**config.mk**
```make
export PLATFORM = sky130hd
export DESIGN_NAME = ipv4_fragment_planner
export DESIGN_NICKNAME = d
export VERILOG_FILES = /design/src/hw/rtl/ifp_pkg.sv /design/src/hw/rtl/ifp_ctrl.sv /design/src/hw/rtl/ifp_datapath.sv /design/src/hw/rtl/ipv4_fragment_planner.sv
export SDC_FILE = /design/constraint.sdc
export NUM_CORES = 1
export LEC_CHECK = 0
export BUFFER_PORTS_ARGS = -buffer_cell sky130_fd_sc_hd__buf_2
export CAP_MARGIN = 40
export CORE_MARGIN = 5
export CORE_UTILIZATION = 59
export CTS_CLUSTER_SIZE = 25
export DETAILED_ROUTE_END_ITERATION = 6
export GPL_TIMING_DRIVEN = 0
export PLACE_DENSITY = 0.87
export RECOVER_POWER = 25
export SLEW_MARGIN = 10
export SYNTH_ARGS = -nofsm -noshare
export SYNTH_HDL_FRONTEND = slang
export SYNTH_SLANG_ARGS = --single-unit
```
**constraint.sdc**
```tcl
create_clock -name i_clk -period 10.27 [get_ports i_clk]
set_clock_uncertainty 0.1 [all_clocks]
set_input_delay 1.027 -clock i_clk [delete_from_list [all_inputs] [get_ports i_clk]]
set_output_delay 1.027 -clock i_clk [all_outputs]
set_load 0.01 [all_outputs]
```
**src/hw/rtl/ifp_pkg.sv**
```systemverilog
// ----------------------------------------------------------------------------
// ifp_pkg - shared types and constants of the IPv4 fragment planner
// Field widths, header constants, register indexes and the command and
// status bundles between the controller and the datapath.
// ----------------------------------------------------------------------------
`timescale 1ns / 1ps

package ifp_pkg;

    // Stream word widths
    localparam int IN_DATA_W  = 136;
    localparam int OUT_DATA_W = 80;
    localparam int CFG_IDX_W  = 4;
    localparam int CFG_DATA_W = 16;

    // Configuration register indexes
    localparam logic [CFG_IDX_W-1:0] CFG_MTU = 4'd0;
    localparam logic [CFG_IDX_W-1:0] CFG_TTL = 4'd1;

    // Header constants
    localparam logic [15:0] HDR_LEN     = 16'd20;
    localparam logic [15:0] MIN_MTU     = 16'd1044;
    localparam logic [15:0] MTU_RESET   = 16'd1500;
    localparam logic [7:0]  TTL_RESET   = 8'd64;
    localparam logic [7:0]  VER_IHL     = 8'h45;
    localparam logic [7:0]  PROTO_TCP   = 8'd6;
    localparam int          DF_BIT      = 14;
    localparam int          MF_BIT      = 13;

    // Controller to datapath
    typedef struct packed {
        logic load;     // latch the accepted input word
        logic base;     // fit test, sizes and fixed part of the checksum
        logic plan;     // fields and raw sum of the current packet
        logic emit;     // fold and load the output register
        logic ctr_inc;  // advance the identifier counter
    } t_dp_cmd;

    // Datapath to controller
    typedef struct packed {
        logic last;     // planned packet is the final one
        logic drop;     // datagram is dropped
        logic out_free; // output register can take a word this cycle
    } t_dp_sts;

endpackage

```
**src/hw/rtl/ifp_ctrl.sv**
```systemverilog
// ----------------------------------------------------------------------------
// ifp_ctrl - sequencer of the IPv4 fragment planner
// Walks each datagram through latch, base sum, then a plan/emit pair per
// output packet, waiting on the output register when the receiver stalls.
// ----------------------------------------------------------------------------
`timescale 1ns / 1ps

module ifp_ctrl
    import ifp_pkg::*;
(
    input  logic    i_clk,
    input  logic    i_rst_n,
    input  logic    i_in_valid,
    output logic    o_in_ready,
    input  t_dp_sts i_sts,
    output t_dp_cmd o_cmd
);

    localparam logic [1:0] ST_IDLE = 2'd0;
    localparam logic [1:0] ST_BASE = 2'd1;
    localparam logic [1:0] ST_PLAN = 2'd2;
    localparam logic [1:0] ST_EMIT = 2'd3;

    logic [1:0] r_state;
    logic [1:0] n_state;

    // Next state and commands
    always_comb begin
        n_state    = r_state;
        o_cmd      = '0;
        o_in_ready = 1'b0;
        unique case (r_state)
            ST_IDLE: begin
                o_in_ready = 1'b1;
                if (i_in_valid) begin
                    o_cmd.load = 1'b1;
                    n_state    = ST_BASE;
                end
            end
            ST_BASE: begin
                o_cmd.base = 1'b1;
                n_state    = ST_PLAN;
            end
            ST_PLAN: begin
                o_cmd.plan = 1'b1;
                n_state    = ST_EMIT;
            end
            ST_EMIT: begin
                if (i_sts.out_free) begin
                    o_cmd.emit    = 1'b1;
                    o_cmd.ctr_inc = i_sts.last & ~i_sts.drop;
                    n_state       = i_sts.last ? ST_IDLE : ST_PLAN;
                end
            end
            default: n_state = ST_IDLE;
        endcase
    end

    always_ff @(posedge i_clk) begin
        if (!i_rst_n) begin
            r_state <= ST_IDLE;
        end else begin
            r_state <= n_state;
        end
    end

    // A final emit always returns to idle
    a_last_to_idle: assert property (@(posedge i_clk) disable iff (!i_rst_n)
        (o_cmd.emit && i_sts.last) |=> (r_state == ST_IDLE))
        else $error("final packet did not return to idle");

    // Planning is always followed by an emit attempt
    a_plan_then_emit: assert property (@(posedge i_clk) disable iff (!i_rst_n)
        o_cmd.plan |=> (r_state == ST_EMIT))
        else $error("plan not followed by emit");

    // The counter only moves on the final packet of a datagram
    a_ctr_on_last: assert property (@(posedge i_clk) disable iff (!i_rst_n)
        o_cmd.ctr_inc |-> (o_cmd.emit && i_sts.last))
        else $error("counter advanced mid datagram");

endmodule

```
**src/hw/rtl/ifp_datapath.sv**
```systemverilog
// ----------------------------------------------------------------------------
// ifp_datapath - header registers, fragment sizing and checksum
// Holds the configuration, the identifier counter, the latched header,
// the running payload offset and the output register.
// ----------------------------------------------------------------------------
`timescale 1ns / 1ps

module ifp_datapath
    import ifp_pkg::*;
(
    input  logic                  i_clk,
    input  logic                  i_rst_n,
    // configuration writes
    input  logic                  i_cfg_we,
    input  logic [CFG_IDX_W-1:0]  i_cfg_index,
    input  logic [CFG_DATA_W-1:0] i_cfg_data,
    // input word
    input  logic                  i_in_orig,
    input  logic [IN_DATA_W-1:0]  i_in_data,
    // output channel
    output logic                  o_out_valid,
    input  logic                  i_out_ready,
    output logic [OUT_DATA_W-1:0] o_out_data,
    output logic                  o_out_status,
    output logic                  o_out_last,
    // control
    input  t_dp_cmd               i_cmd,
    output t_dp_sts               o_sts
);

    // Configuration and counter
    logic [15:0] r_mtu;
    logic [7:0]  r_ttl_cfg;
    logic [12:0] r_ctr;

    // Latched header
    logic [15:0] r_tlen;
    logic [7:0]  r_tos;
    logic [15:0] r_id;
    logic [15:0] r_fo;
    logic [7:0]  r_ttl;
    logic [7:0]  r_proto;
    logic [31:0] r_src;
    logic [31:0] r_dst;

    // Per-datagram plan
    logic        r_fits;
    logic        r_drop;
    logic [15:0] r_plen;
    logic [15:0] r_fsize;
    logic [18:0] r_base;
    logic [15:0] r_off;

    // Current packet
    logic [15:0] r_len;
    logic [15:0] r_w;
    logic [15:0] r_ps;
    logic        r_last;
    logic [19:0] r_raw;

    // Output register
    logic        r_out_valid;
    logic        r_out_drop;
    logic        r_out_last;
    logic [15:0] r_out_id;
    logic [15:0] r_out_fo;
    logic [15:0] r_out_len;
    logic [15:0] r_out_ps;
    logic [15:0] r_out_sum;

    logic [15:0] w_m;
    logic [18:0] w_base;
    logic [16:0] w_off_end;
    logic        w_is_last;
    logic [12:0] w_off8;
    logic [15:0] p_len;
    logic [15:0] p_w;
    logic [15:0] p_ps;
    logic        p_last;
    logic [16:0] w_fold1;
    logic [15:0] w_fold2;
    logic        w_out_free;

    // Effective mtu, clamped from below
    assign w_m = (r_mtu < MIN_MTU) ? MIN_MTU : r_mtu;

    // Fixed words of the header: version/tos, id, ttl/proto, addresses
    assign w_base = {3'd0, VER_IHL, r_tos} + {3'd0, r_id} + {3'd0, r_ttl, r_proto}
                  + {3'd0, r_src[31:16]} + {3'd0, r_src[15:0]}
                  + {3'd0, r_dst[31:16]} + {3'd0, r_dst[15:0]};

    // Fragment fields at the current offset
    assign w_off_end = {1'b0, r_off} + {1'b0, r_fsize};
    assign w_is_last = (w_off_end >= {1'b0, r_plen});
    assign w_off8    = r_fo[12:0] + r_off[15:3];

    always_comb begin
        priority if (r_fits) begin
            p_len  = r_tlen;
            p_w    = r_fo;
            p_ps   = 16'd0;
            p_last = 1'b1;
        end else if (r_drop) begin
            p_len  = 16'd0;
            p_w    = 16'd0;
            p_ps   = 16'd0;
            p_last = 1'b1;
        end else begin
            p_len  = (w_is_last ? (r_plen - r_off) : r_fsize) + HDR_LEN;
            p_w    = {r_fo[15:14], r_fo[MF_BIT] | ~w_is_last, w_off8};
            p_ps   = r_off;
            p_last = w_is_last;
        end
    end

    // End-around carry fold of the raw sum
    assign w_fold1 = {1'b0, r_raw[15:0]} + {13'd0, r_raw[19:16]};
    assign w_fold2 = w_fold1[15:0] + {15'd0, w_fold1[16]};

    assign w_out_free = ~r_out_valid | i_out_ready;

    // Configuration, counter and output valid
    always_ff @(posedge i_clk) begin
        if (!i_rst_n) begin
            r_mtu       <= MTU_RESET;
            r_ttl_cfg   <= TTL_RESET;
            r_ctr       <= 13'd0;
            r_out_valid <= 1'b0;
        end else begin
            if (i_cfg_we) begin
                unique case (i_cfg_index)
                    CFG_MTU: r_mtu     <= i_cfg_data;
                    CFG_TTL: r_ttl_cfg <= i_cfg_data[7:0];
                    default: ;
                endcase
            end
            if (i_cmd.ctr_inc) begin
                r_ctr <= r_ctr + 13'd1;
            end
            if (i_cmd.emit) begin
                r_out_valid <= 1'b1;
            end else if (i_out_ready) begin
                r_out_valid <= 1'b0;
            end
        end
    end

    // Payload registers
    always_ff @(posedge i_clk) begin
        // latch the input word, building the header for local traffic
        if (i_cmd.load) begin
            r_tlen <= i_in_data[15:0];
            r_src  <= i_in_data[103:72];
            r_dst  <= i_in_data[135:104];
            if (i_in_orig) begin
                r_tos   <= 8'd0;
                r_id    <= {3'd0, r_ctr};
                r_fo    <= 16'd0;
                r_ttl   <= r_ttl_cfg;
                r_proto <= PROTO_TCP;
            end else begin
                r_tos   <= i_in_data[23:16];
                r_id    <= i_in_data[39:24];
                r_fo    <= i_in_data[55:40];
                r_ttl   <= i_in_data[63:56];
                r_proto <= i_in_data[71:64];
            end
        end
        // fit test and fragment size
        if (i_cmd.base) begin
            r_fits  <= (r_tlen <= w_m);
            r_drop  <= (r_tlen > w_m) & r_fo[DF_BIT];
            r_plen  <= r_tlen - HDR_LEN;
            r_fsize <= (w_m - HDR_LEN) & 16'hfff8;
            r_base  <= w_base;
            r_off   <= 16'd0;
        end
        // one packet's fields and its unfolded sum
        if (i_cmd.plan) begin
            r_len  <= p_len;
            r_w    <= p_w;
            r_ps   <= p_ps;
            r_last <= p_last;
            r_raw  <= {1'b0, r_base} + {4'd0, p_len} + {4'd0, p_w};
        end
        // output word
        if (i_cmd.emit) begin
            r_off      <= w_off_end[15:0];
            r_out_drop <= r_drop;
            r_out_last <= r_last;
            if (r_drop) begin
                r_out_id  <= 16'd0;
                r_out_fo  <= 16'd0;
                r_out_len <= 16'd0;
                r_out_ps  <= 16'd0;
                r_out_sum <= 16'd0;
            end else begin
                r_out_id  <= r_id;
                r_out_fo  <= r_w;
                r_out_len <= r_len;
                r_out_ps  <= r_ps;
                r_out_sum <= ~w_fold2;
            end
        end
    end

    assign o_sts.last     = r_last;
    assign o_sts.drop     = r_drop;
    assign o_sts.out_free = w_out_free;

    assign o_out_valid  = r_out_valid;
    assign o_out_status = r_out_drop;
    assign o_out_last   = r_out_last;
    assign o_out_data   = {r_out_sum, r_out_ps, r_out_len, r_out_fo, r_out_id};

    // An emit never overwrites a word that is still waiting
    a_no_overwrite: assert property (@(posedge i_clk) disable iff (!i_rst_n)
        i_cmd.emit |-> (!r_out_valid || i_out_ready))
        else $error("output word overwritten");

    // A stalled output word holds
    a_out_hold: assert property (@(posedge i_clk) disable iff (!i_rst_n)
        (r_out_valid && !i_out_ready) |=> (r_out_valid && $stable(o_out_data)))
        else $error("stalled output word changed");

    // A drop word is always the final one
    a_drop_last: assert property (@(posedge i_clk) disable iff (!i_rst_n)
        (r_out_valid && r_out_drop) |-> r_out_last)
        else $error("drop word without last");

    // Non-final fragments carry MF and a full fragment length
    a_mid_frag: assert property (@(posedge i_clk) disable iff (!i_rst_n)
        (r_out_valid && !r_out_last) |->
        (r_out_fo[MF_BIT] && (r_out_len == r_fsize + HDR_LEN)))
        else $error("bad non-final fragment");

endmodule

```
**src/hw/rtl/ipv4_fragment_planner.sv**
```systemverilog
// ----------------------------------------------------------------------------
// ipv4_fragment_planner - plans outgoing IPv4 headers and fragments
// Usage:
//   Slave stream: one word per datagram. tuser is the originate flag; tdata
//   carries the header fields. Locally originated datagrams get TOS 0,
//   protocol 6, the configured TTL and the next 13-bit identifier.
//   Master stream: one word per emitted header, or one drop word (tuser=1)
//   when DF is set and the datagram exceeds the mtu. tlast marks the final
//   word of a datagram.
//   Config channel: index 0 mtu, index 1 default TTL; always ready. Write
//   only while the block is idle.
// Sequence:
//   An accepted datagram is latched, then a base step does the fit test,
//   sizes and fixed part of the checksum; each output packet (up to 64)
//   then takes a plan/emit pair through one checksum adder and fold. The
//   next datagram is accepted once the final word is registered, while
//   that word may still wait at the output.
//   A stall on the master side holds the output register and the sequencer.
// Reset: synchronous active low; mtu 1500, TTL 64, identifier counter 0.
// ----------------------------------------------------------------------------
`timescale 1ns / 1ps

module ipv4_fragment_planner
    import ifp_pkg::*;
(
    input  logic                  i_clk,
    input  logic                  i_rst_n,
    // datagram descriptors
    input  logic                  i_s_tvalid,
    output logic                  o_s_tready,
    // tdata, low bit up: total_len[15:0], tos[23:16], ident[39:24],
    // flags_offset[55:40], hop_limit[63:56], protocol[71:64],
    // src_addr[103:72], dst_addr[135:104]
    input  logic [IN_DATA_W-1:0]  i_s_tdata,
    // tuser: originate
    input  logic                  i_s_tuser,
    // planned headers
    output logic                  o_m_tvalid,
    input  logic                  i_m_tready,
    // tdata, low bit up: out_ident[15:0], out_flags_offset[31:16],
    // frag_len[47:32], payload_start[63:48], header_sum[79:64]
    output logic [OUT_DATA_W-1:0] o_m_tdata,
    // tuser: status
    output logic                  o_m_tuser,
    output logic                  o_m_tlast,
    // configuration writes
    input  logic                  i_cfg_valid,
    output logic                  o_cfg_ready,
    input  logic [CFG_IDX_W-1:0]  i_cfg_index,
    input  logic [CFG_DATA_W-1:0] i_cfg_data
);

    t_dp_cmd w_cmd;
    t_dp_sts w_sts;

    assign o_cfg_ready = 1'b1;

    ifp_ctrl u_ctrl (
        .i_clk      (i_clk),
        .i_rst_n    (i_rst_n),
        .i_in_valid (i_s_tvalid),
        .o_in_ready (o_s_tready),
        .i_sts      (w_sts),
        .o_cmd      (w_cmd)
    );

    ifp_datapath u_datapath (
        .i_clk        (i_clk),
        .i_rst_n      (i_rst_n),
        .i_cfg_we     (i_cfg_valid),
        .i_cfg_index  (i_cfg_index),
        .i_cfg_data   (i_cfg_data),
        .i_in_orig    (i_s_tuser),
        .i_in_data    (i_s_tdata),
        .o_out_valid  (o_m_tvalid),
        .i_out_ready  (i_m_tready),
        .o_out_data   (o_m_tdata),
        .o_out_status (o_m_tuser),
        .o_out_last   (o_m_tlast),
        .i_cmd        (w_cmd),
        .o_sts        (w_sts)
    );

endmodule

```
==> impl_metrics.py <==
metrics = {
    "timing": {
        "tns_ns": 0,
        "clock.fmax_mhz": 113,
        "setup_viol": 0,
        "period_share_pct": 86.4,
        "finalMaxSlewViolations": 95,
        "tightest_slew_ns": 2.00,
        "finalHoldViolCount": 0,
        "relSlewSlack_pct": -33.5,
        "fin_crit_ns": 8.88,
        "rsz0062_at_grt": "false",
    },
    "hold_path": {
        "holdPathStages": 2,
        "hold_path.class": "reg -> reg",
        "worstHoldEndpoint": "u_datapath.r_ttl_cfg[6]",
        "hp-start": "u_datapath.r_ttl_cfg[6]",
    },
    "global_route": {
        "overflow": 0,
        "grt_use_total_pct": 27.1,
        "grt_max_degree": 60,
        "antenna_found_initial": 5,
        "grt_pass1_vias": 15500,
        "grt_pass1_wl_mm": 85.3,
    },
    "die": {
        "die_area_um2": 40100,
        "coreArea_um2": 35700,
        "start_util_pct": 59.9,
        "fp.dieH_um": 200,
        "dieWidth_um": 200,
        "ios": 247,
        "rows": 69,
    },
    "routing": {
        "routed.top_layer": "met5",
        "vias": 14900,
        "viasPerCell": 5.81,
        "wl_per_cell_um": 21.5,
        "ant_nets": 0,
        "first_pass_iters": 6,
        "drc": 0,
        "finalWirelength_mm": 55.0,
        "dr.first_iter.drc_count": 1363,
        "route.met3.wl_mm": 4.77,
        "wl_met1_mm": 21.7,
        "wl_met2_mm": 26.2,
    },
    "pwr": {
        "peakVddDrop_mv": 0.174,
        "leakage_nw": 10.2,
        "power.density_nw_per_um2": 233,
    },
    "clock_network": {
        "cts_resized": 0,
        "cts_root_buf": "clkbuf_16",
        "clock_latency_ns": 0.57,
        "clock_sinks": 384,
        "cts_buffers": 41,
        "post_cts_buffers": 0,
        "path_clk_slew_ns": 0.06,
        "htreeDepth": 2,
        "cts_hold_repair.buffers": 0,
        "clockBufferDepth": 3,
        "cts_tree": "yes",
    },
    "yosys": {
        "synth_area_per_cell_um2": 12.0,
        "synth_most_common_cell": "edfxtp_1",
        "synth_top_area_share_pct": 48.4,
        "syn_inst": 1772,
        "synth_cell_types": 74,
        "synthArstFlopShare_pct": 0,
        "synth_top_area_cell": "edfxtp_1",
        "netlist_top_cells_count": "edfxtp_1 (344), inv_1 (199), ha_1 (119)",
        "syn-cell-area_um2": 21300,
        "synth_seq_cells": 384,
        "ys_seq_area_share_pct": 52.2,
        "synth-edff-count": 344,
        "ys.flop_type": "edfxtp_1",
        "ys.warnings.count": 0,
        "synth_area_leaders": "edfxtp_1 (48%), fa_1 (8.0%), ha_1 (7.0%)",
    },
    "finish": {
        "n_fill_cell": 2441,
        "drive_above_1_share_pct": 17.4,
        "nNetsFinal": 2432,
        "final_cell_area_um2": 24600,
        "area_delta_synth_final_pct": 15.1,
        "multi_input_area_um2": 9310,
        "final-seq-area_um2": 11100,
        "fin_util_pct": 68.9,
    },
    "run": {
        "cap_viol_max_count": 3,
    },
    "status": {
        "violations": "capacitance limit, slew limit",
        "status": "finished, violations left",
    },
    "placement": {
        "dp_hpwl_mm": 42.8,
        "placed_area_um2": 23300,
        "gp_congestion": 0.948,
        "io_buffers": 240,
    },
    "setup_path": {
        "r2r_slack_ns": 1.39,
        "r2r-end": "u_datapath.r_raw[18]",
        "path_max_fanout": 10,
        "worstPathRequired_ns": 10.49,
        "slowest_stage": "fa_1",
        "cp_common_cell": "a21oi_1",
        "slowest_delay_ns": 0.55,
        "path_class": "reg -> reg",
        "cp-end-kind": "flip-flop",
        "arrival_ns": 9.10,
        "cp-start-kind": "flip-flop",
        "r2r_start": "u_datapath.r_off[3]",
        "reg2reg_depth": 33,
    },
}
==> report_power, final <==
group | switching (mW) | leakage [nW] | internal (mW)
clock | 0.622 | 0.651 | 0.801
combinational | 1.29 | 5.97 | 0.917
sequential | 0.103 | 3.55 | 1.99
total | 2.01 | 10.2 | 3.71
==> how the worst max path moves through the flow <==
stage,start,to,slack [ns],depth (start not counted)
6_report,u_datapath.r_off[3],u_datapath.r_raw[18],1.39,33
3_5_place_dp,u_datapath.r_off[3],u_datapath.r_raw[18],1.59,33
2_1_floorplan,u_datapath.r_off[3],u_datapath.r_raw[17],3.10,36
3_3_place_gp,u_datapath.r_off[3],u_datapath.r_raw[17],1.65,35
4_1_cts,u_datapath.r_off[3],u_datapath.r_raw[18],1.51,33
5_1_grt,u_datapath.r_off[3],u_datapath.r_raw[15],0.90,37
==> sequential cells by signal (all words and copies together) (netlist names), 16 cells and up <==
register	cells
u_datapath.r_dst	32
u_datapath.r_src	32
u_datapath.r_raw	20
u_datapath.r_base	19
u_datapath.r_fo	16
u_datapath.r_id	16
u_datapath.r_len	16
u_datapath.r_mtu	16
u_datapath.r_out_fo	16
u_datapath.r_out_id	16
u_datapath.r_out_len	16
u_datapath.r_out_sum	16
u_datapath.r_plen	16
u_datapath.r_tlen	16
u_datapath.r_w	16
==> cell families after synthesis <==
logic type | Yosys count | synth area share [%]
other | 2 | 0.0352
buffers and inverters | 242 | 4.33
flip-flops | 384 | 52.2
AND/OR/NAND/NOR | 479 | 11.8
adder cells (fa/ha/maj) | 204 | 14.9
multiplexers | 39 | 1.96
AO/OA/AOI/OAI | 294 | 9.47
XOR/XNOR | 128 | 5.25
==> critical path, delay by kind of cell, from the launching register on <==
family | cells | cell delay, ns
DFF | 1 | 0.45
and+or+nand+nor | 4 | 1.22
AOI/OAI and AO/OA | 19 | 4.01
xor gates and xnor gates | 2 | 0.37
buffers and inverters | 2 | 0.28
adders and majority gates | 6 | 2.18
==> layout make-up <==
cell class | count | share of cell area [%]
Multi-Input combinational cell | 1148 | 37.9
Buffer | 40 | 0.693
Clock buffer | 53 | 4.69
Timing Repair Buffer | 249 | 5.41
Tap cell | 461 | 2.35
Clock inverter | 22 | 0.576
Inverter | 202 | 3.09
Sequential cell | 384 | 45.3
Antenna cell | 1 | 0.0102
==> cell usage in the layout, fill, tap and decap left out, types with 40 or more instances in the layout <==
| cell | count |
|---|---|
| a21oi_1 | 62 |
| buf_2 | 238 |
| clkbuf_1 | 45 |
| clkbuf_16 | 42 |
| dfxtp_1 | 40 |
| edfxtp_1 | 344 |
| fa_1 | 85 |
| ha_1 | 119 |
| inv_1 | 199 |
| nand2_1 | 100 |
| nor2_1 | 81 |
| nor2b_1 | 113 |
| o21ai_0 | 49 |
| xnor2_1 | 89 |
==> metrics by stage <==
| stage | std cells | setup slack, ns | power, mW | hold WS (ns) |
|---|---|---|---|---|
| after floorplan | 1774 | 3.10 | 3.66 | 0.339 |
| after global placement | 2475 | 1.65 | 4.14 | 0.355 |
| after detailed placement | 2484 | 1.59 | 4.24 | 0.357 |
| after CTS | 2559 | 1.51 | 5.71 | 0.373 |
| after global routing | 2560 | 0.895 | 6.04 | 0.393 |
| final | 2560 | 1.39 | 5.72 | 0.377 |
==> layer usage <==
metal	GRT usage, %	vias to the layer above
li1	-	6831
met1	35.9	7198
met3	5.56	148
met5	0	-
met4	11.2	8
met2	44.4	676
(Power assumes the default switching activity.)
